<file path="src/hdl/sme_pkg.sv">
// shared constants, types and codes for the stack machine execute block
`timescale 1ns / 1ps
`default_nettype none
package sme_pkg;

    localparam int STACK_DEPTH = 256;
    localparam int VAR_SLOTS   = 64;
    localparam int CALL_DEPTH  = 64;
    localparam int PROG_DEPTH  = 4096;

    localparam int PC_W  = 13;
    localparam int SP_W  = $clog2(STACK_DEPTH + 1);
    localparam int SA_W  = $clog2(STACK_DEPTH);
    localparam int FP_W  = $clog2(CALL_DEPTH + 1);
    localparam int FA_W  = $clog2(CALL_DEPTH);
    localparam int VA_W  = $clog2(VAR_SLOTS);
    localparam int POS_W = SP_W + 9;
    localparam int DATA_W = 32;

    localparam int IN_W  = 72;
    localparam int OUT_W = 56;

    typedef enum logic [4:0] {
        CMD_NOP     = 5'd0,
        CMD_PUSH    = 5'd1,
        CMD_ADD     = 5'd2,
        CMD_SUB     = 5'd3,
        CMD_MUL     = 5'd4,
        CMD_DIV     = 5'd5,
        CMD_STORE   = 5'd6,
        CMD_LOAD    = 5'd7,
        CMD_EQ      = 5'd8,
        CMD_GT      = 5'd9,
        CMD_LT      = 5'd10,
        CMD_NE      = 5'd11,
        CMD_JMP     = 5'd12,
        CMD_JZ      = 5'd13,
        CMD_JNZ     = 5'd14,
        CMD_CALL    = 5'd15,
        CMD_LOADARG = 5'd16,
        CMD_RET     = 5'd17,
        CMD_PRINT   = 5'd18
    } cmd_t;

    typedef enum logic [2:0] {
        ST_OK        = 3'd0,
        ST_UNDERFLOW = 3'd1,
        ST_OVERFLOW  = 3'd2,
        ST_DIV_ZERO  = 3'd3,
        ST_NO_LABEL  = 3'd4,
        ST_UNSET_VAR = 3'd5,
        ST_BAD_ARG   = 3'd6,
        ST_FRAME_OVF = 3'd7
    } status_t;

    typedef enum logic [2:0] {
        S_IDLE,
        S_EXEC,
        S_LDARG,
        S_DIV,
        S_FILL,
        S_DONE
    } fsm_t;

    typedef struct packed {
        logic [PC_W-1:0] ret_pc;
        logic [SP_W-1:0] base;
        logic [7:0]      argc;
    } frame_t;

    typedef struct packed {
        logic start;
        logic done;
    } div_ctl_t;

endpackage
`default_nettype wire

</file>
<file path="src/hdl/sme_div.sv">
// iterative signed divider, one quotient bit per cycle, truncating
`timescale 1ns / 1ps
`default_nettype none
module sme_div (
    input  wire                         clk,
    input  wire                         rst_n,
    input  wire                         start,
    input  wire  [sme_pkg::DATA_W-1:0]  dividend,
    input  wire  [sme_pkg::DATA_W-1:0]  divisor,
    output logic                        done,
    output logic [sme_pkg::DATA_W-1:0]  quotient
);
    import sme_pkg::*;

    localparam int CNT_W = $clog2(DATA_W + 1);

    logic              busy_reg, busy_next;
    logic [CNT_W-1:0]  cnt_reg, cnt_next;
    logic [DATA_W:0]   rem_reg, rem_next;
    logic [DATA_W-1:0] quo_reg, quo_next;
    logic [DATA_W-1:0] den_reg, den_next;
    logic              neg_reg, neg_next;
    logic              done_reg, done_next;
    logic [DATA_W:0]   rem_sh;
    logic [DATA_W:0]   diff;

    always_comb
    begin
        busy_next = busy_reg;
        cnt_next  = cnt_reg;
        rem_next  = rem_reg;
        quo_next  = quo_reg;
        den_next  = den_reg;
        neg_next  = neg_reg;
        done_next = 1'b0;
        rem_sh    = {rem_reg[DATA_W-1:0], quo_reg[DATA_W-1]};
        diff      = rem_sh - {1'b0, den_reg};
        if (start)
        begin
            busy_next = 1'b1;
            cnt_next  = '0;
            rem_next  = '0;
            // work on magnitudes, fix the sign at the end
            quo_next  = dividend[DATA_W-1] ? (~dividend + 1'b1) : dividend;
            den_next  = divisor[DATA_W-1] ? (~divisor + 1'b1) : divisor;
            neg_next  = dividend[DATA_W-1] ^ divisor[DATA_W-1];
        end
        else if (busy_reg)
        begin
            if (!diff[DATA_W])
            begin
                rem_next = diff;
                quo_next = {quo_reg[DATA_W-2:0], 1'b1};
            end
            else
            begin
                rem_next = rem_sh;
                quo_next = {quo_reg[DATA_W-2:0], 1'b0};
            end
            cnt_next = cnt_reg + 1'b1;
            if (cnt_reg == CNT_W'(DATA_W - 1))
            begin
                busy_next = 1'b0;
                done_next = 1'b1;
            end
        end
    end

    always_ff @(posedge clk or negedge rst_n)
    begin
        if (!rst_n)
        begin
            busy_reg <= 1'b0;
            done_reg <= 1'b0;
            cnt_reg  <= '0;
        end
        else
        begin
            busy_reg <= busy_next;
            done_reg <= done_next;
            cnt_reg  <= cnt_next;
        end
    end

    always_ff @(posedge clk)
    begin
        rem_reg <= rem_next;
        quo_reg <= quo_next;
        den_reg <= den_next;
        neg_reg <= neg_next;
    end

    assign done     = done_reg;
    assign quotient = neg_reg ? (~quo_reg + 1'b1) : quo_reg;

endmodule
`default_nettype wire
</file>
<file path="config.mk">
export PLATFORM = sky130hd
export DESIGN_NAME = sme_div
export DESIGN_NICKNAME = d
export VERILOG_FILES = /design/src/hdl/sme_pkg.sv /design/src/hdl/sme_div.sv
export SDC_FILE = /design/constraint.sdc
export NUM_CORES = 1
export LEC_CHECK = 0
export BUFFER_PORTS_ARGS = -buffer_cell sky130_fd_sc_hd__buf_4
export CAP_MARGIN = 20
export CORE_ASPECT_RATIO = 1.5
export CORE_MARGIN = 2
export CORE_UTILIZATION = 55
export DETAILED_ROUTE_END_ITERATION = 7
export HOLD_SLACK_MARGIN = 0.05
export MAX_ROUTING_LAYER = met4
export PLACE_DENSITY = 0.76
export SYNTH_ARGS = -nofsm -noshare
export SYNTH_HDL_FRONTEND = slang
export SYNTH_SLANG_ARGS = --single-unit
</file>
<file path="constraint.sdc">
create_clock -name clk -period 5.1 [get_ports clk]
set_input_delay 1.275 -clock clk [delete_from_list [all_inputs] [get_ports clk]]
set_output_delay 1.275 -clock clk [all_outputs]
set_load 0.1 [all_outputs]
</file>
==> results of run 1 <==
==> what timing repair did <==
action	CTS	global route
cloned	0	0
resized for setup	17	5
endpoints found under the setup margin	8	10
pin swaps	1	0
buffers inserted	4	0
==> synthesized netlist by cell type (3+ instances only) <==
library cell,n,share of area
o211a_1,4,0.0052
buf_1,3,0.0015
inv_1,48,0.023
a21o_1,14,0.014
nor2_1,91,0.044
a311oi_1,3,0.0034
xor2_1,53,0.060
nand3_1,8,0.0052
and2_1,4,0.0032
or2_2,3,0.0024
nor4_1,6,0.0049
clkbuf_1,35,0.017
nand3b_1,3,0.0029
nor3_1,9,0.0058
o21bai_1,4,0.0039
nand2_1,71,0.035
o31ai_1,22,0.021
o211ai_1,10,0.0097
or4_4,3,0.0044
o21ai_0,62,0.040
or3_1,12,0.0097
ha_1,36,0.058
nand4_1,6,0.0049
dfrtp_1,8,0.026
nand2b_1,12,0.0097
dfxtp_1,32,0.083
a211oi_1,18,0.018
and3_1,6,0.0049
a21oi_1,80,0.052
mux2i_1,7,0.0091
nor2b_1,7,0.0057
edfxtp_1,65,0.25
or4_1,13,0.013
xnor2_1,68,0.077
o21a_1,5,0.0049
a31oi_1,4,0.0032
a41oi_1,3,0.0034
o41ai_1,13,0.015
==> power groups by stage <==
stage	clock (uW)	sequential (uW)	combinational, uW
final	780	1260	2370
after detailed placement	0	1270	2320
after global placement	0	1270	2300
after floorplan	0	1230	1870
after global routing	824	1290	2580
after CTS	790	1260	2360
==> cell usage in the layout, fill, tap and decap left out, types with 18 or more instances in the layout <==
cell type	n
edfxtp_1	65
buf_4	112
dfxtp_1	32
inv_1	48
nand2_1	71
nor2_1	91
o31ai_1	21
o21ai_0	61
xor2_1	52
a21oi_1	80
a211oi_1	18
xnor2_1	62
ha_1	36
==> cell type report <==
cell class,count,area share
Sequential cell,105,0.304
Tap cell,165,0.0224
Timing Repair Buffer,122,0.106
Clock inverter,6,0.0116
Clock buffer,10,0.0249
Multi-Input combinational cell,692,0.511
Inverter,49,0.0200
==> critical path, stage by stage, from the launching register on <==
cell and delay [ns]:
edfxtp_1 0.39, or4_4 0.55, or3_4 0.34, or2_1 0.25, or3_4 0.34, or4_4 0.42, or4_4 0.44, or4_4 0.48
o41ai_4 0.26, xnor2_2 0.15, buf_6 0.24
==> cell families after synthesis <==
kind of cell | count (synthesis)
and+or+nand+nor | 263
AOI/OAI and AO/OA | 263
DFF | 105
muxes | 8
buffers and inverters | 88
xor gates and xnor gates | 121
adders and majority gates | 37
==> path summary, 6_finish.rpt <==
path	cells past startpoint	end	startpoint
worst max-delay path	10	quotient[29]	quo_reg[10]$_DFFE_PP_
worst min-delay path	2	rem_reg[9]$_SDFFE_PP0P_	rem_reg[9]$_SDFFE_PP0P_
worst max register to register	13	rem_reg[7]$_SDFFE_PP0P_	quo_reg[31]$_DFFE_PP_
worst min register to register	2	rem_reg[9]$_SDFFE_PP0P_	rem_reg[9]$_SDFFE_PP0P_
max in group asynchronous	1	busy_reg$_DFF_PN0_	rst_n
min in group asynchronous	1	busy_reg$_DFF_PN0_	rst_n
==> routing by layer <==
layer / track usage / routed length [um] / up-vias
met4: 0.0678 / 300 / 0
met3: 0.0230 / 469 / 22
met2: 0.420 / 8730 / 124
met1: 0.269 / 7090 / 3121
li1: - / - / 3392
met5: - / 0 / -
==> per-stage QoR <==
stage	total power (uW)	utilization	cells
after global placement	3570	0.631	1129
after floorplan	3100	-	885
after global routing	4700	0.664	1149
after CTS	4410	0.662	1149
final	4420	0.664	1149
after detailed placement	3600	0.631	1129
==> out/metrics.cfg, run 1 <==
[status]
status = finished with violations
violations = setup timing

[grt]
gr-total-overflow = 0
grt_max_degree = 84
grt_usage = 0.232
grt_pass1_vias = 6296
grt_antenna_before_repair = 0
grt_pass1_wl_um = 28000

[floorplan]
die_h_um = 149
core_area_mm2 = 0.0139
initial_core_util = 0.556
core.rowCount = 53
die_area_mm2 = 0.0150
fp.dieW_um = 101
pin_count = 100

[logic_synthesis]
ys_types = 66
synth-seq-cells = 105
yosys_warnings = 0
synth-main-ff-cell = edfxtp_1
syn_avg_cell_area_um2 = 8.70
ys_async_sr_fraction = 0.0762
ys_seq_area_frac = 0.363
yosys.area_share.simple = 0.166
synth_xor_area_frac = 0.138
synth_cells = 885
synth_compound_area_frac = 0.219
muxShareOfSynthArea = 0.0106
synth_top_family_by_area = compound AO/OA/AOI/OAI gates
synthAdderAreaFrac = 0.0611
synth-edff-count = 65
syn_area_mm2 = 0.00770
synthesis.nets = 989

[route]
drt_pass1_iterations = 6
drc_errors = 0
drtAntennaViolNets = 0
dr.first_iter.drc_count = 300
vias = 6659
drt-total-wl_um = 16600
wl_per_cell_um = 14.4
drt-vias-per-instance = 5.80

[clocking]
ctsHoldBuffers = 0
numClockSinks = 105
cts_root_buf = clkbuf_16
clk_path_buf_depth = 2
clkLatencyLatePin_ns = 0.35
clk_pin_slew_ns = 0.07
numCtsBuffers = 9
htree_levels = 3
cts_tree = done

[timing]
drv_slew = 0
worstMarginPinSlew_ns = 1.07
slew_headroom = 0.288
setup_ws_ns = -0.392
finalSetupViolCount = 8
skew_ns = 0.00892
hold_viol = 0
tns_ns = -2.02
holdWs_ns = 0.515
fmax_mhz = 182
fin_crit_sh = 1.08
rsz0062_at_grt = yes
min_period_ns = 5.49

[layout]
layout-drive-gt1-share = 0.165
syn_to_final_growth_pct = 19.4
diodes = 0
fillers = 1155
design_area_mm2 = 0.00920
multi_input_area_mm2 = 0.00470
regArea_mm2 = 0.00279
fin_nets = 1083

[power]
seqPwrFrac = 0.286
worst_ir_drop_vdd_mv = 0.243
pwr-share-comb = 0.537
p_int_uw = 2470
power.leakage_uw = 0.00386
power_density_mw_per_mm2 = 480
p_sw_uw = 1950
p_sw_frac = 0.442
p_clk_frac = 0.177

[worst_setup_path]
path_class = reg2out
cp.arrival_ns = 4.22
end_kind = output pin
reg2reg_slack_ns = 1.09
crit_required_ns = 3.83
critPathMaxFanout = 3
cp-start-kind = register

[place]
gp_congestion = 0.872
post-dp-hpwl_um = 12300
post_dp_cell_area_mm2 = 0.00874
portBuffers = 99
place_ws_ns = -0.141

[job]
drv_cap = 0

[worst_hold_path]
hold_class = reg2reg

Power figures use the tool's default switching activity.
==> run 2: changes to the inputs <==
- ABC_AREA: unset -> 1
- CELL_PAD_IN_SITES_DETAIL_PLACEMENT: unset -> 1
- CELL_PAD_IN_SITES_GLOBAL_PLACEMENT: unset -> 1
- CORE_UTILIZATION: 55 -> 43
- PLACE_DENSITY: 0.76 -> unset
- PLACE_DENSITY_LB_ADDON: unset -> 0.1
- SLEW_MARGIN: unset -> 20
==> out/metrics.cfg, run 2 <==
[route]
drt-total-wl_um = 29300  ; +77%
wl_per_cell_um = 15.9  ; +10%
vias = 9291  ; +40%
dr.first_iter.drc_count = 306  ; +2.0%
drtAntennaViolNets = 0  ; unchanged
drt-vias-per-instance = 5.04  ; -13%
drc_errors = 0  ; unchanged
drt_pass1_iterations = 4  ; -2

[clocking]
post-cts-setup-buffers = 0  ; -4
clk_path_buf_depth = 2  ; unchanged
numCtsBuffers = 9  ; unchanged
cts_resized = 0  ; -17
clkLatencyLatePin_ns = 0.36  ; about the same
htree_levels = 3  ; unchanged
cts_tree = done
clk_pin_slew_ns = 0.07  ; about the same
ctsHoldBuffers = 0  ; unchanged
numClockSinks = 105  ; unchanged
cts_root_buf = clkbuf_16

[worst_setup_path]
reg2reg_slack_ns = 2.23  ; +1.14 ns
crit_required_ns = 3.83  ; about the same
cp-start-kind = register
crit_path_cell_trace = inv_1 -> ha_1 -> nand2_1 -> nor2_1 -> nand2_1 -> nor2_1 -> nand4_1 -> o21ai_0 -> nand2_1 -> xor2_1 -> buf_4
crit_cells = 11  ; +1
crit_path_end = quotient[28]
crit_family = simple AND/OR/NAND/NOR gates
crit_top_cell = nand2_1
reg2reg_from = quo_reg[31]$_DFFE_PP_
rr_worst_depth = 15  ; +2
critPathMaxFanout = 4  ; +1
end_kind = output pin
crit_path_start = quo_reg[0]$_DFFE_PP_
path_class = reg2out
cp.arrival_ns = 2.89  ; -1.33 ns
slowest_delay_ns = 0.41  ; -0.14 ns
reg2reg_to = quo_reg[0]$_DFFE_PP_
cp_num_buf_inv = 2  ; +1
slowest_stage = edfxtp_1

[logic_synthesis]
synth-seq-cells = 105  ; unchanged
synthAdderAreaFrac = 0.0504  ; -0.0107
muxShareOfSynthArea = 0  ; -0.0106
synth_cells = 1481  ; +67%
synth_common_cells = nand2_1 (498), inv_1 (281), nor2_1 (126), nand3_1 (102), edfxtp_1 (65)
synth_xor_area_frac = 0.0844  ; -0.0532
syn_avg_cell_area_um2 = 6.30  ; -28%
synth-main-ff-cell = edfxtp_1
synth_top_family_by_area = simple AND/OR/NAND/NOR gates
yosys_warnings = 0  ; unchanged
synth-edff-count = 65  ; unchanged
synth_compound_area_frac = 0.0666  ; -0.152
synthesis.nets = 1585  ; +60%
yosys.area_share.simple = 0.367  ; +0.201
synth_largest_area_cell = edfxtp_1
yosysTopAreaCellShare = 0.209  ; -0.0444
syn_area_mm2 = 0.00934  ; +21%
ys_types = 41  ; -38%
ys_async_sr_fraction = 0.0762  ; unchanged
synth_area_leaders = edfxtp_1 (21%), nand2_1 (20%), inv_1 (11%)
ys_seq_area_frac = 0.299  ; -0.0635
synth.most_common_cell = nand2_1

[layout]
fin_nets = 1669  ; +54%
fillers = 2985  ; +160%
final_cell_mix = nand2_1 (498), inv_1 (281), nor2_1 (124), buf_4 (104), nand3_1 (102)
multi_input_area_mm2 = 0.00532  ; +13%
layout-drive-gt1-share = 0.0962  ; -0.0685
diodes = 0  ; unchanged
final_common_cell = nand2_1
regArea_mm2 = 0.00279  ; about the same
design_area_mm2 = 0.0106  ; +15%
syn_to_final_growth_pct = 13.5

[grt]
grt_antenna_before_repair = 0  ; unchanged
grt_usage = 0.267  ; +0.0348
grt_max_degree = 48  ; -43%
grt_pass1_wl_um = 47700  ; +70%
grt_pass1_vias = 10067  ; +60%
gr-total-overflow = 0  ; unchanged

[timing]
rsz0062_at_grt = no
hold_viol = 0  ; unchanged
min_period_ns = 4.16  ; -1.33 ns
finalSetupViolCount = 0  ; -8
fin_crit_sh = 0.816  ; -0.261
drv_slew = 0  ; unchanged
worstMarginPinSlew_ns = 0.899  ; -0.168 ns
tns_ns = 0  ; +2.02 ns
fmax_mhz = 240  ; +32%
skew_ns = 0.00761  ; -0.00131 ns
slew_headroom = 0.399  ; +0.111

[power]
seqPwrFrac = 0.357  ; +0.071
power.leakage_uw = 0.00557  ; +44%
pwr-share-comb = 0.401  ; -0.136
p_sw_uw = 1240  ; -36%
worst_ir_drop_vdd_mv = 0.204  ; -16%
power_density_mw_per_mm2 = 273  ; -43%
p_sw_frac = 0.430  ; -0.0121
p_int_uw = 1650  ; -33%
p_clk_frac = 0.242  ; +0.065

[worst_hold_path]
hold_class = reg2reg
whs_path_depth = 2  ; unchanged

[floorplan]
core.rowCount = 66  ; +25%
die_h_um = 184  ; +24%
core_area_mm2 = 0.0215  ; +55%
initial_core_util = 0.435  ; -0.121
fp.dieW_um = 124  ; +24%
die_area_mm2 = 0.0229  ; +53%
pin_count = 100  ; unchanged

[status]
status = finished clean

[job]
drv_cap = 0  ; unchanged

[place]
portBuffers = 99  ; unchanged
post_dp_cell_area_mm2 = 0.0103  ; +18%
post-dp-hpwl_um = 24300  ; +97%
gp_congestion = 0.917  ; +5.1%

## run 2: metrics by stage
| stage | power (uW) | instances | util | hold WS [ns] | setup WS [ns] |
|---|---|---|---|---|---|
| after floorplan | 1910 | 1481 | - | 0.449 | 0.509 |
| after global placement | 2190 | 1826 | 0.480 | 0.466 | 1.38 |
| after detailed placement | 2210 | 1826 | 0.480 | 0.474 | 1.25 |
| after CTS | 2930 | 1842 | 0.494 | 0.487 | 0.842 |
| after global routing | 3030 | 1842 | 0.494 | 0.507 | 0.757 |
| final | 2890 | 1842 | 0.494 | 0.481 | 0.940 |
## run 2: worst min path at each step
stage / from / to
after floorplan: rem_reg[0]$_SDFFE_PP0P_ / rem_reg[0]$_SDFFE_PP0P_
final: rem_reg[9]$_SDFFE_PP0P_ / rem_reg[9]$_SDFFE_PP0P_
after detailed placement: rem_reg[20]$_SDFFE_PP0P_ / rem_reg[20]$_SDFFE_PP0P_
after global placement: rem_reg[20]$_SDFFE_PP0P_ / rem_reg[20]$_SDFFE_PP0P_
after global routing: rem_reg[20]$_SDFFE_PP0P_ / rem_reg[20]$_SDFFE_PP0P_
after CTS: rem_reg[9]$_SDFFE_PP0P_ / rem_reg[9]$_SDFFE_PP0P_
## run 2: layer usage
layer	track usage	part of all wire	routed length, um
met4	0.116	0.037	1100
met5	-	0	0
met1	0.240	0.37	10800
met2	0.540	0.56	16500
met3	0.0424	0.032	952
## run 2: cell type report
class,instances,share of cell area
clock buffer,11,0.0220
clock inverter,5,0.00531
inverter,287,0.102
multi-input combinational,1058,0.502
sequential,105,0.264
tap,272,0.0321
timing repair buffer,104,0.0737
## run 2: cells by family (layout without fill, tap and decap cells)
kind of cell	after synthesis	in the layout
simple gates	816	816
flops	105	105
buf+inv	318	407
fa+ha+maj	37	37
xor+xnor	90	90
compound gates	115	115
## run 2: power groups by stage
stage / clock network, uW / logic, uW / registers, uW
6_report: 700 / 1160 / 1030
2_1_floorplan: 0 / 876 / 1030
3_3_place_gp: 0 / 1140 / 1040
5_1_grt: 745 / 1240 / 1040
3_5_place_dp: 0 / 1160 / 1050
4_1_cts: 730 / 1170 / 1030
## run 2: tightest hold or removal path: stages (launching register included)
cell and delay, ns:
dfxtp_1 0.33, nand2_1 0.07, nand2_1 0.04
==> run 3: changes to the inputs <==
- clock period: 5.1 -> 3.9 ns (I/O delays scaled with it)
==> out/metrics.cfg, run 3 (synthesized netlist as in run 2, its figures left out) <==
[status]
status = finished clean

[floorplan]
pin_count = 100  ; unchanged
die_h_um = 184  ; unchanged
fp.dieW_um = 124  ; unchanged
die_area_mm2 = 0.0229  ; unchanged
core_area_mm2 = 0.0215  ; unchanged
initial_core_util = 0.435  ; unchanged
core.rowCount = 66  ; unchanged

[timing]
tns_ns = 0  ; unchanged
worstMarginPinSlew_ns = 0.948  ; +0.0489 ns
skew_ns = 0.00927  ; +0.00165 ns
min_period_ns = 3.70
drv_slew = 0  ; unchanged
hold_viol = 0  ; unchanged
rsz0062_at_grt = no
slew_headroom = 0.367  ; -0.0319
fmax_mhz = 270
fin_crit_sh = 0.950
finalSetupViolCount = 0  ; unchanged

[power]
p_total_uw = 3790  ; +31%
p_clk_frac = 0.242  ; about the same
p_int_uw = 2110  ; +28%
pwr-share-comb = 0.402  ; about the same
power_density_mw_per_mm2 = 357  ; +31%
seqPwrFrac = 0.356  ; about the same
worst_ir_drop_vdd_mv = 0.354  ; +73%
power.leakage_uw = 0.00557  ; about the same
p_sw_uw = 1680  ; +35%
p_sw_frac = 0.444  ; +0.0138

[route]
drc_errors = 0  ; unchanged
drt-met1-wl_um = 10800  ; about the same
dr_wl_met3_um = 1010  ; +5.8%
dr.first_iter.drc_count = 369  ; +21%
vias = 9370  ; +0.85%
drt_pass1_iterations = 4  ; unchanged
wl_per_cell_um = 15.9  ; -0.34%
wl_met2_um = 16400  ; -0.54%
topRoutingLayerUsed = met4
drt-total-wl_um = 29200  ; -0.34%
drt-vias-per-instance = 5.09  ; +0.85%
drtAntennaViolNets = 0  ; unchanged

[clocking]
clkLatencyLatePin_ns = 0.37  ; about the same
numCtsBuffers = 9  ; unchanged
ctsHoldBuffers = 0  ; unchanged
numClockSinks = 105  ; unchanged
clk_pin_slew_ns = 0.08  ; about the same
htree_levels = 3  ; unchanged
cts_root_buf = clkbuf_16
cts_tree = done
clk_path_buf_depth = 2  ; unchanged

[layout]
diodes = 0  ; unchanged
final_cells = 1842  ; unchanged
layout-drive-gt1-share = 0.0994  ; +0.00318
syn_to_final_growth_pct = 13.7
final_cell_mix = nand2_1 (498), inv_1 (281), nor2_1 (122), nand3_1 (102), buf_4 (102)
fin_nets = 1669  ; unchanged
final_common_cell = nand2_1
fillers = 2988  ; +0.10%

[worst_setup_path]
end_kind = output pin
cp.arrival_ns = 2.73  ; -0.16 ns
path_class = reg2out
cp-start-kind = register
crit_required_ns = 2.92  ; -0.91 ns
critPathMaxFanout = 4  ; unchanged

[place]
portBuffers = 99  ; unchanged
post-dp-hpwl_um = 24000  ; -1.1%
gp_congestion = 0.900  ; -1.8%
dp.cells = 1826  ; unchanged

[grt]
grt_usage = 0.267  ; +0.000656
grt_max_degree = 49  ; +2.1%
grt_antenna_before_repair = 0  ; unchanged
grt_pass1_vias = 9941  ; -1.3%
gr-total-overflow = 0  ; unchanged
grt_pass1_wl_um = 47900  ; +0.56%

[worst_hold_path]
hold_class = in2async

[job]
drv_cap = 0  ; unchanged

run 3: timing repair:
item,in CTS,in global routing
resized for setup,1,4
gates cloned,0,0
setup buffers,0,0
hold endpoints to repair,0,0
endpoints found under the setup margin,1,5
run 3: cell type report:
| class | instances | area (um2) | area share |
|---|---|---|---|
| multi-input combinational | 1058 | 5330 | 0.502 |
| sequential | 105 | 2790 | 0.263 |
| inverter | 287 | 1080 | 0.101 |
| timing repair buffer | 104 | 788 | 0.0743 |
| tap | 272 | 340 | 0.0321 |
| clock buffer | 9 | 225 | 0.0212 |
| clock inverter | 7 | 61.3 | 0.00578 |
run 3: path summary, 6_finish.rpt:
path                                     startpoint                       end  slack (ns)  depth (start not counted)
min in group clk           rem_reg[24]$_SDFFE_PP0P_  rem_reg[24]$_SDFFE_PP0P_        0.48                          2
max reg2reg                   quo_reg[31]$_DFFE_PP_   rem_reg[1]$_SDFFE_PP0P_        1.10                         17
min                                           rst_n    cnt_reg[0]$_DFFE_PN0P_        0.41                          1
min reg2reg                rem_reg[24]$_SDFFE_PP0P_  rem_reg[24]$_SDFFE_PP0P_        0.48                          2
max                            quo_reg[0]$_DFFE_PP_              quotient[26]        0.20                         11
max in group asynchronous                     rst_n    cnt_reg[3]$_DFFE_PN0P_        3.36                          1
run 3: metrics by stage:
stage	util	hold WS [ns]	setup WS (ns)	cell area, um2
3_5_place_dp	0.480	0.466	0.367	10300
2_1_floorplan	-	0.449	0.0585	9340
3_3_place_gp	0.480	0.463	0.437	10300
5_1_grt	0.494	0.409	0.00337	10600
4_1_cts	0.494	0.398	0.0786	10600
6_report	0.494	0.412	0.195	10600
run 3: power groups by stage:
stage	registers, uW	logic (uW)	clock network (uW)
after global placement	1370	1500	0
after detailed placement	1370	1520	0
after global routing	1360	1640	965
after CTS	1350	1530	937
final	1350	1520	915
after floorplan	1350	1150	0
run 3: layer usage:
metal / track usage / vias to the layer above
li1: - / 4753
met1: 0.253 / 4408
met2: 0.532 / 146
met3: 0.0438 / 63
met4: 0.103 / 0
met5: - / -
run 3: worst max-delay path: stages, from the launching register on:
cell	delay [ns]
edfxtp_1	0.39
inv_1	0.13
ha_1	0.20
nand2_1	0.10
nor2_1	0.20
nand2_1	0.14
nor2_2	0.20
inv_1	0.08
nor2_1	0.23
a31oi_1	0.17
xor2_1	0.19
buf_4	0.32
